<file path="config.mk">
export PLATFORM = sky130hd
export DESIGN_NAME = stable_priority_queue_core
export DESIGN_NICKNAME = d
export VERILOG_FILES = /design/src/hw/rtl/spq_pkg.sv /design/src/hw/rtl/stable_priority_queue_core.sv
export SDC_FILE = /design/constraint.sdc
export NUM_CORES = 1
export LEC_CHECK = 0
export ABC_AREA = 1
export BUFFER_PORTS_ARGS = -buffer_cell sky130_fd_sc_hd__buf_2
export CAP_MARGIN = 40
export CORE_ASPECT_RATIO = 0.5
export CORE_MARGIN = 3
export CORE_UTILIZATION = 50
export DETAILED_ROUTE_END_ITERATION = 16
export GPL_ROUTABILITY_DRIVEN = 0
export PLACE_DENSITY_LB_ADDON = 0.25
export SYNTH_ARGS = -nofsm -noshare
export SYNTH_HDL_FRONTEND = slang
export SYNTH_SLANG_ARGS = --single-unit
</file>
<file path="constraint.sdc">
create_clock -name clk -period 4.78 [get_ports clk]
set_clock_uncertainty 0.1 [all_clocks]
set_input_delay 1.434 -clock clk [delete_from_list [all_inputs] [get_ports clk]]
set_output_delay 1.434 -clock clk [all_outputs]
set_load 0.05 [all_outputs]
</file>
<file path="src/hw/rtl/spq_pkg.sv">
// Package for the stable priority queue: word types, entry type, codes and sequencer states.
`default_nettype none

package spq_pkg;

    localparam logic ACT_INSERT = 1'b0;
    localparam logic ACT_REMOVE = 1'b1;

    localparam logic [1:0] STAT_INSERTED = 2'd0;
    localparam logic [1:0] STAT_FULL     = 2'd1;
    localparam logic [1:0] STAT_REMOVED  = 2'd2;
    localparam logic [1:0] STAT_EMPTY    = 2'd3;

    localparam int PRI_W = 8;
    localparam int PAY_W = 32;
    localparam int OCC_W = 5;

    typedef struct packed {
        logic             action;
        logic [PRI_W-1:0] new_priority;
        logic [PAY_W-1:0] new_payload;
    } req_word_t;

    typedef struct packed {
        logic [1:0]       status;
        logic [PRI_W-1:0] head_priority;
        logic [PAY_W-1:0] head_payload;
        logic [OCC_W-1:0] occupancy;
    } rsp_word_t;

    typedef struct packed {
        logic [PRI_W-1:0] pri;
        logic [PAY_W-1:0] payload;
    } entry_t;

    typedef enum logic [2:0] {
        ST_IDLE,
        ST_INS_RD,
        ST_INS_CMP,
        ST_REM_RD,
        ST_REM_DATA,
        ST_OUT
    } state_t;

endpackage

`default_nettype wire

</file>
<file path="src/hw/rtl/stable_priority_queue_core.sv">
// Stable priority queue: circular entry memory with a sorted insert walked by one comparator.
//
//   channel | direction | handshake               | word
//   req     | in        | req_valid / req_ready   | spq_pkg::req_word_t
//   rsp     | out       | rsp_valid / rsp_ready   | spq_pkg::rsp_word_t
//
// Insert walks stored entries from the tail toward the head, one memory read and one priority
// compare per step, until the new entry lands behind an equal or lower priority or at the head.
// Remove reads the head entry and returns it; rejected full or empty items skip to the response.
// Reset clears count, head pointer and sequencer; memory contents need no reset.
// req_ready is high only in idle; a stalled rsp holds the next result in its pending stage.
`default_nettype none

module stable_priority_queue_core #(
    parameter int DEPTH = 16
) (
    input  wire                 clk,
    input  wire                 rst_n,
    input  wire                 req_valid,
    output logic                req_ready,
    input  spq_pkg::req_word_t  req,
    output logic                rsp_valid,
    input  wire                 rsp_ready,
    output spq_pkg::rsp_word_t  rsp
);
    import spq_pkg::*;

    localparam int AW = (DEPTH > 1) ? $clog2(DEPTH) : 1;
    localparam int CW = $clog2(DEPTH + 1);

    entry_t         mem [DEPTH];
    entry_t         rd_data_reg;

    state_t         state_reg, state_next;
    logic [CW-1:0]  count_reg, count_next;
    logic [AW-1:0]  head_reg, head_next;
    logic [CW-1:0]  idx_reg, idx_next;
    entry_t         new_reg, new_next;
    rsp_word_t      res_reg, res_next;
    logic           rsp_valid_reg, rsp_valid_next;
    rsp_word_t      rsp_reg, rsp_next;

    logic           mem_wr_en;
    logic [AW-1:0]  mem_wr_addr;
    entry_t         mem_wr_data;
    logic           mem_rd_en;
    logic [AW-1:0]  mem_rd_addr;

    function automatic logic [AW-1:0] phys(input logic [AW-1:0] base, input logic [CW-1:0] off);
        logic [CW:0] sum;
        sum = (CW+1)'(base) + (CW+1)'(off);
        if (sum >= (CW+1)'(DEPTH))
            sum = sum - (CW+1)'(DEPTH);
        return sum[AW-1:0];
    endfunction

    function automatic logic [OCC_W-1:0] occ(input logic [CW-1:0] cnt);
        logic [CW+OCC_W-1:0] wide;
        wide = {{OCC_W{1'b0}}, cnt};
        return wide[OCC_W-1:0];
    endfunction

    assign req_ready = (state_reg == ST_IDLE);
    assign rsp_valid = rsp_valid_reg;
    assign rsp       = rsp_reg;

    always_ff @(posedge clk)
    begin
        if (mem_wr_en)
        begin
            mem[mem_wr_addr] <= mem_wr_data;
        end
        if (mem_rd_en)
        begin
            rd_data_reg <= mem[mem_rd_addr];
        end
    end

    always_ff @(posedge clk or negedge rst_n)
    begin
        if (!rst_n)
        begin
            state_reg     <= ST_IDLE;
            count_reg     <= '0;
            head_reg      <= '0;
            rsp_valid_reg <= 1'b0;
        end
        else
        begin
            state_reg     <= state_next;
            count_reg     <= count_next;
            head_reg      <= head_next;
            rsp_valid_reg <= rsp_valid_next;
        end
    end

    always_ff @(posedge clk)
    begin
        idx_reg <= idx_next;
        new_reg <= new_next;
        res_reg <= res_next;
        rsp_reg <= rsp_next;
    end

    always_comb
    begin
        state_next     = state_reg;
        count_next     = count_reg;
        head_next      = head_reg;
        idx_next       = idx_reg;
        new_next       = new_reg;
        res_next       = res_reg;
        rsp_next       = rsp_reg;
        rsp_valid_next = rsp_valid_reg;
        mem_wr_en      = 1'b0;
        mem_wr_addr    = head_reg;
        mem_wr_data    = new_reg;
        mem_rd_en      = 1'b0;
        mem_rd_addr    = head_reg;

        if (rsp_valid_reg && rsp_ready)
        begin
            rsp_valid_next = 1'b0;
        end

        case (state_reg)
            ST_IDLE:
            begin
                if (req_valid)
                begin
                    new_next.pri     = req.new_priority;
                    new_next.payload = req.new_payload;
                    idx_next         = count_reg;
                    res_next         = '0;
                    res_next.occupancy = occ(count_reg);
                    if (req.action == ACT_INSERT)
                    begin
                        if (count_reg == CW'(DEPTH))
                        begin
                            res_next.status = STAT_FULL;
                            state_next      = ST_OUT;
                        end
                        else
                        begin
                            state_next = ST_INS_RD;
                        end
                    end
                    else
                    begin
                        if (count_reg == '0)
                        begin
                            res_next.status = STAT_EMPTY;
                            state_next      = ST_OUT;
                        end
                        else
                        begin
                            state_next = ST_REM_RD;
                        end
                    end
                end
            end
            ST_INS_RD:
            begin
                if (idx_reg == '0)
                begin
                    mem_wr_en          = 1'b1;
                    mem_wr_addr        = head_reg;
                    mem_wr_data        = new_reg;
                    count_next         = count_reg + 1'b1;
                    res_next.status    = STAT_INSERTED;
                    res_next.occupancy = occ(count_reg + 1'b1);
                    state_next         = ST_OUT;
                end
                else
                begin
                    mem_rd_en   = 1'b1;
                    mem_rd_addr = phys(head_reg, idx_reg - 1'b1);
                    state_next  = ST_INS_CMP;
                end
            end
            ST_INS_CMP:
            begin
                mem_wr_en   = 1'b1;
                mem_wr_addr = phys(head_reg, idx_reg);
                if (rd_data_reg.pri > new_reg.pri)
                begin
                    mem_wr_data = rd_data_reg;
                    idx_next    = idx_reg - 1'b1;
                    state_next  = ST_INS_RD;
                end
                else
                begin
                    mem_wr_data        = new_reg;
                    count_next         = count_reg + 1'b1;
                    res_next.status    = STAT_INSERTED;
                    res_next.occupancy = occ(count_reg + 1'b1);
                    state_next         = ST_OUT;
                end
            end
            ST_REM_RD:
            begin
                mem_rd_en   = 1'b1;
                mem_rd_addr = head_reg;
                state_next  = ST_REM_DATA;
            end
            ST_REM_DATA:
            begin
                head_next              = phys(head_reg, CW'(1));
                count_next             = count_reg - 1'b1;
                res_next.status        = STAT_REMOVED;
                res_next.head_priority = rd_data_reg.pri;
                res_next.head_payload  = rd_data_reg.payload;
                res_next.occupancy     = occ(count_reg - 1'b1);
                state_next             = ST_OUT;
            end
            ST_OUT:
            begin
                if (!rsp_valid_reg || rsp_ready)
                begin
                    rsp_next       = res_reg;
                    rsp_valid_next = 1'b1;
                    state_next     = ST_IDLE;
                end
            end
            default:
            begin
                state_next = ST_IDLE;
            end
        endcase
    end

    a_count_bound: assert property (@(posedge clk) disable iff (!rst_n)
        count_reg <= CW'(DEPTH))
        else $error("entry count above depth");

    a_head_bound: assert property (@(posedge clk) disable iff (!rst_n)
        32'(head_reg) < DEPTH)
        else $error("head pointer out of range");

    a_count_at_finish: assert property (@(posedge clk) disable iff (!rst_n)
        !$stable(count_reg) |-> state_reg == ST_OUT)
        else $error("entry count changed outside item completion");

    a_read_states: assert property (@(posedge clk) disable iff (!rst_n)
        mem_rd_en |-> (state_reg == ST_INS_RD || state_reg == ST_REM_RD))
        else $error("memory read outside read states");

endmodule

`default_nettype wire
</file>
==> results summary, run 1 <==
The share of the synthesized area in the top cell type came out at 0.690. Counting flops with a built-in enable in the synthesized netlist gives 819. The most used routing layer is met2. After global routing the overflow that remains totals 0. The sequential power share is 0.356. In this run the power spent charging and discharging nets is 12.0 mW.

The number of routed nets with antenna violations is 0. The clock period could shrink to 3.48 ns. The vias after detailed routing came out at 23,100. The pin slew with the least headroom to its limit is 0.883 ns. Setup violations remaining at the end of the flow were counted as 0. The cell type group with the largest total delay on the critical path is simple AND/OR/NAND/NOR gates.

The min-delay analysis places its worst path in the category flip-flop to flip-flop. The flow ran to the end, and the final reports show no timing, DRC or antenna violations. The count of hold-fix buffers inserted at cts came out at 0. The detail-routed via count per cell came out at 5.39. The number of antenna diodes in the final layout is 0. The register area share after synthesis came out at 0.699. The post-CTS repair timing setup buffer count came out at 0. Of the total power, the share spent switching nets is 0.417. The first-pass GRT wire length came out at 133,000 um. The largest stage delay on the critical path is 0.77 ns. Pin placement for this block handled 94 I/O pins. The worst setup path is captured at a flip-flop.

The main flop type after synthesis is edfxtp_1. By area the synthesized netlist is led by edfxtp_1, nand3_1, inv_1, nand2_1, nand3b_1. The largest fanout on the critical path is 24. STA puts the critical path data required time at 4.99 ns. The summed negative setup slack over all endpoints came out at 0 ns. The kind of launch point of the worst setup path is a flip-flop. At the worst endpoint, the arrival time is 3.69 ns. The worst path buffer plus inverter count is 4. In the layout the commonest cells are edfxtp_1, nand3_1, inv_1. The period utilization is 0.728.

The most frequent standard cell in the layout excluding fill and tap cells is edfxtp_1. The clock latency reported for the late side of the worst-skew pair came out at 0.62 ns. The synthesized instance count came out at 3,178. The layout cell share with drive strength beyond 1 came out at 0.0996. Measured along the y axis, the die boundary spans 195 um.

The count of cell types in the netlist is 33. Summed over all layers, the routed wires come to 86,200 um. The clock edge transition at the registers on the reported setup and hold paths came out at 0.06 ns. The die outline width is 384 um. The synthesized flop and latch total came out at 832. For met2 alone, demand over resource in global routing was 0.356. The detailed router's first-iteration violation count came out at 2,565. The number of clock sinks is 832.

edfxtp_1 takes more of the synthesized area than any other cell. The largest net degree at the start of global routing is 135. The total number of H-tree levels is 3.

The number of buffers between clock root and the deepest sink is 3. The internal power component is 16.8 mW. The post-synthesis area per instance came out at 11.2 um^2.

Detailed placement finished with a half-perimeter wire length of 48,200 um. The length of the first detailed-routing pass in iterations came out at 6. The max capacitance violation total came out at 0. The total count of hold-check failures in the final report is 0. The most numerous cell type found on the critical path is nor2_1. The number of placement rows came out at 68. Setup repair after global routing left no endpoint under its margin.

The post-detailed-route DRC marker count came out at 0. The global-route usage over all layers came out at 0.233. The net count reported at finish is 3,352. The number of nets in the synthesized netlist came out at 3,245. Relative to the synthesized area, the layout overhead comes to 12.7%. The worst setup path is of the flip-flop to flip-flop kind. IR analysis of the VDD net gives a maximum drop of 0.000932 V.

For this run, global-route usage on met1 was measured as 0.349. TritonCTS built the clock tree. Dividing the detail-routed wire length by the instance count gives 20.1 um.

The maximum clock frequency came out at 287 MHz. The count of instances resized after the clock tree is built is 0. In this run the power density over the cells is 718 nW/um^2. The via count of the first global-routing pass is 22,600. The share of flip-flops with an asynchronous set or reset after synthesis came out at 0.0156. The final max-slew violation count is 0. The mapped netlist covers 35,600 um^2. The count of buffers inserted at the top-level ports is 93. The combinational cell fraction of total power came out at 0.441. The clock network fraction of design power came out at 0.203. The clock tree root buffer cell is clkbuf_16. The final hold slack is 0.318 ns. The number of fillers in the final layout came out at 5,614. The total leakage power came out at 16.4 nW. The standard cell core area came out at 69,800 um^2. The number of warnings printed during yosys synthesis is 0.

The number of flip-flops in the largest register is 640. In the global route stage, met3 resource usage came out at 0.0378. The signal on the critical path passes through nor2_1 -> inv_1 -> nor2_1 -> buf_4 -> clkinv_1 -> o21ai_0 -> nand3_1 -> nor2_4 -> buf_12. The total CTS buffers is 75. The worst slew margin relative to its limit came out at 0.411. For this design, the slowest cell found on the critical path is nor2_4. The die covers 74,700 um^2. The number of antenna violations at the first check in global routing came to 0. The starting density of the core came out at 0.511.
-- cell families after synthesis --
kind of cell	count (synthesis)	synth area share
AND/OR/NAND/NOR	1456	0.191
flip-flops	832	0.699
buffers and inverters	777	0.0867
XOR/XNOR	15	0.00369
adder cells (fa/ha/maj)	22	0.00815
AO/OA/AOI/OAI	76	0.0115
-- final timing paths --
kind                         startpoint            to  slack (ns)  depth (start not counted)
setup / recovery           state_reg[0]     mem[7][7]        1.30                          9
hold / removal              res_reg[31]       rsp[31]        0.32                          0
setup reg to reg           state_reg[0]     mem[7][7]        1.30                          9
hold reg to reg             res_reg[31]       rsp[31]        0.32                          0
max in group asynchronous         rst_n  count_reg[1]        3.72                          1
min in group asynchronous         rst_n  state_reg[2]        0.61                          1
-- final cells by class --
cell class | instances | area, um^2 | area share
flip-flops and latches | 832 | 24900 | 0.620
multi-input cells | 1569 | 7850 | 0.195
inverters | 614 | 2310 | 0.0574
clock buffers | 91 | 2000 | 0.0498
repair buffers | 193 | 1550 | 0.0387
well taps | 945 | 1180 | 0.0294
clock inverters | 44 | 359 | 0.00894
-- per-stage QoR --
step | setup slack (ns) | util | instance area [um^2] | power, mW | cells
CTS | 1.33 | 0.575 | 40100 | 28.9 | 4287
floorplan | 0.145 | - | 35600 | 18.7 | 3178
global placement | 1.20 | 0.540 | 37700 | 22.7 | 4147
global route | 1.06 | 0.576 | 40200 | 30.6 | 4288
detailed placement | 1.36 | 0.542 | 37800 | 23.0 | 4152
finish | 1.30 | 0.576 | 40200 | 28.8 | 4288
-- worst reg2reg max path, cell delays in order, from the launching register on --
cell      delay (ns)
dfrtp_1         0.42
nor2_1          0.17
inv_1           0.06
nor2_1          0.08
buf_4           0.19
clkinv_1        0.26
o21ai_0         0.39
nand3_1         0.39
nor2_4          0.77
buf_12          0.33
-- cell usage after synthesis (2+ instances only) --
library cell	instances
a21oi_1	12
buf_1	10
buf_2	70
buf_6	11
clkbuf_1	71
dfrtp_1	13
edfxtp_1	819
fa_1	2
ha_1	20
inv_1	609
inv_2	4
nand2_1	576
nand2_2	3
nand3_1	661
nand3b_1	120
nand4_1	4
nor2_1	84
nor3_1	2
o21a_1	2
o21ai_0	54
o21ai_2	2
o221ai_1	4
or2_2	2
xnor2_1	3
xor2_1	12
-- metal layers --
layer | vias to the layer above | wire (um)
met4 | 0 | 1920
met5 | - | 0
met3 | 141 | 7330
li1 | 10800 | -
met1 | 11200 | 38600
met2 | 969 | 38400
-- power by group through the flow --
| stage | logic (mW) | registers (mW) | clock network (mW) |
|---|---|---|---|
| floorplan | 8.17 | 10.6 | 0 |
| global placement | 12.3 | 10.4 | 0 |
| detailed placement | 12.6 | 10.4 | 0 |
| CTS | 12.7 | 10.3 | 5.96 |
| global route | 14.0 | 10.3 | 6.27 |
| finish | 12.7 | 10.3 | 5.87 |
Note: power is estimated with default switching activity, not from simulation.
==> run 2, diff against run 1 <==
==> constraint.sdc (replaced) <==
create_clock -name clk -period 3.3 [get_ports clk]
set_clock_uncertainty 0.1 [all_clocks]
set_input_delay 0.99 -clock clk [delete_from_list [all_inputs] [get_ports clk]]
set_output_delay 0.99 -clock clk [all_outputs]
set_load 0.05 [all_outputs]
==> results summary, run 2 (synthesized netlist as in run 1, its figures left out) <==
The run finished with clean final reports. The detailed router's first-iteration violation count is 2,890 (+13%). The post-detailed-route DRC marker count is 0 (unchanged).

The placement-stage worst setup slack came out at 0.229 ns (-1.13 ns). The number of inserted diodes came out at 0 (unchanged). The count of buffers inserted at the top-level ports came out at 93 (unchanged).

The post-route cell area came to 41,000 um^2 (+2.0%). The length of the first detailed-routing pass in iterations is 8 (+2). The final max-slew violation count is 0 (unchanged). The post-CTS repair timing setup buffer count is 0 (unchanged).

The minimum setup slack in the final design came out at 0.205 ns (-1.09 ns). The total wire length after detailed routing is 90,700 um (+5.1%). The period utilization came out at 0.938 (+0.210).

The starting density of the core is 0.511 (unchanged). The element type at the critical path end is a flip-flop. The required time of the critical path is 3.51 ns (-1.48 ns). Setup repair after global routing left no endpoint under its margin. The overall die height is 195 um (unchanged). The total CTS buffers was 75 (unchanged).

The global-route congestion overflow total is 0 (unchanged). The number of cells on the worst reg-to-reg path came out at 11 (+2). The global-route usage over all layers came to 0.244 (+0.0109). The most critical setup path has its startpoint at state_reg[0].

The summed negative setup slack over all endpoints was 0 ns (unchanged). The I/O pin count came to 94 (unchanged). The top cell types in the final layout, fill and taps aside, are edfxtp_1, nand3_1, inv_1. The total power density per cell area came out at 1060 nW/um^2 (+48%). The total leakage power is 16.8 nW (+2.4%). The final critical path time including I/O delays and setup came out at 3.10 ns (-0.386 ns). The worst slew margin relative to its limit is 0.447 (+0.0363). The maximum clock frequency is 323 MHz (+12%). The number of placement rows is 68 (unchanged). The total setup violations reported at the end of the flow is 0 (unchanged).

Clock tree synthesis selected as its root buffer the cell clkbuf_16. The standard cell core area came to 69,800 um^2 (unchanged). The die outline width was 384 um (unchanged). The number of flip-flops in the largest register is 640 (unchanged).

The worst register-to-register path begins at state_reg[0]. The vias after detailed routing came out at 23,700 (+2.7%). The number of routed nets with antenna violations is 0 (unchanged).

The estimated wirelength of the detail-placed design is 52,000 um (+8.0%). The largest net degree at the start of global routing is 91 (-33%). The max capacitance violation total came to 0 (unchanged). The largest fanout on the critical path came to 23 (-4.2%). The worst IR drop on VDD came out at 0.000988 V (+6.0%). The layout cell share with drive strength beyond 1 came out at 0.114 (+0.0149). The class of the tightest hold or removal check is input port to asynchronous set/reset pin.

The worst setup path is launched from a flip-flop. The clock latency reported for the late side of the worst-skew pair came to 0.62 ns (about the same). The area growth from synthesis to layout is 15.0%. The routed wirelength normalized by instance count came out at 21.0 um (+4.2%). TritonCTS built the clock tree. The register-to-register setup slack came out at 0.20 ns (-1.09 ns). The clock edge transition at the registers on the reported setup and hold paths came out at 0.06 ns (about the same). The overall die area is 74,700 um^2 (unchanged). The critical path arrival was 3.31 ns (-0.38 ns). The setup path with the least slack is of type flip-flop to flip-flop. The number of clock sinks is 832 (unchanged).

The post-layout total power is 43.5 mW (+51%). The pin slew with the least headroom to its limit is 0.827 ns (-0.0564 ns). The total number of H-tree levels came out at 3 (unchanged). The total count of hold-check failures in the final report is 0 (unchanged).

The library cell used most frequently in the layout, excluding fill and tap cells, is edfxtp_1. The detail-routed via count per cell is 5.49 (+1.9%). The number of antenna violations at the first check in global routing is 0 (unchanged).

The worst register-to-register path ends at mem[13][8]. The area of placed instances is 38,500 um^2 (+1.8%). Following the worst setup path forward leads to its endpoint at mem[13][8].

The via count of the first global-routing pass is 22,900 (+1.1%). The number of buffers between clock root and the deepest sink is 3 (unchanged). The net count reported at finish came out at 3,395 (+1.3%). The first-pass GRT wire length is 139,000 um (+4.4%).
## run 2: worst max-delay path, stage by stage (launching register included)
cell	delay, ns
dfrtp_1	0.43
nor2_1	0.20
inv_1	0.07
nor2_1	0.17
clkinv_1	0.22
buf_4	0.20
nand2_1	0.05
o21ai_1	0.12
inv_1	0.10
nand3_1	0.14
nor2_4	0.63
buf_12	0.30
## run 2: metal layers
| metal | wire (um) | GRT usage | vias to the layer above |
|---|---|---|---|
| li1 | - | - | 10900 |
| met1 | 40500 | 0.368 | 11600 |
| met2 | 40300 | 0.370 | 1100 |
| met3 | 8220 | 0.0422 | 130 |
| met4 | 1750 | 0.0606 | 0 |
| met5 | 0 | 0 | - |
## run 2: worst min-delay path by stage
stage	from	end	slack [ns]
finish	rst_n	head_reg[3]	0.18
detailed placement	res_reg[10]	rsp[10]	0.30
global placement	res_reg[32]	rsp[32]	0.30
floorplan	res_reg[0]	rsp[0]	0.30
global route	rst_n	head_reg[3]	0.18
CTS	rst_n	state_reg[2]	0.16
## run 2: repair_timing
action                     in CTS  in global routing
setup endpoints to repair       0                  7
resized for setup               0                  3
hold buffers                    0                  0
## run 2: stage by stage
step | hold WS, ns | util | cells
finish | 0.183 | 0.587 | 4325
global route | 0.179 | 0.587 | 4325
CTS | 0.162 | 0.587 | 4325
detailed placement | 0.305 | 0.551 | 4196
global placement | 0.301 | 0.551 | 4195
floorplan | 0.300 | - | 3178
## run 2: final cells by class
| cell class | instances | area [um^2] |
|---|---|---|
| Fill cell | 5523 | 28800 |
| Inverter | 614 | 2310 |
| Tap cell | 945 | 1180 |
| Clock inverter | 40 | 489 |
| Timing Repair Buffer | 236 | 2220 |
| Multi-Input combinational cell | 1569 | 7850 |
| Clock buffer | 89 | 2000 |
| Sequential cell | 832 | 24900 |
## run 2: where the power goes
group,switching [mW],internal [mW]
clock network,3.82,5.20
logic,13.8,5.82
registers,0.458,14.4
total,18.1,25.4
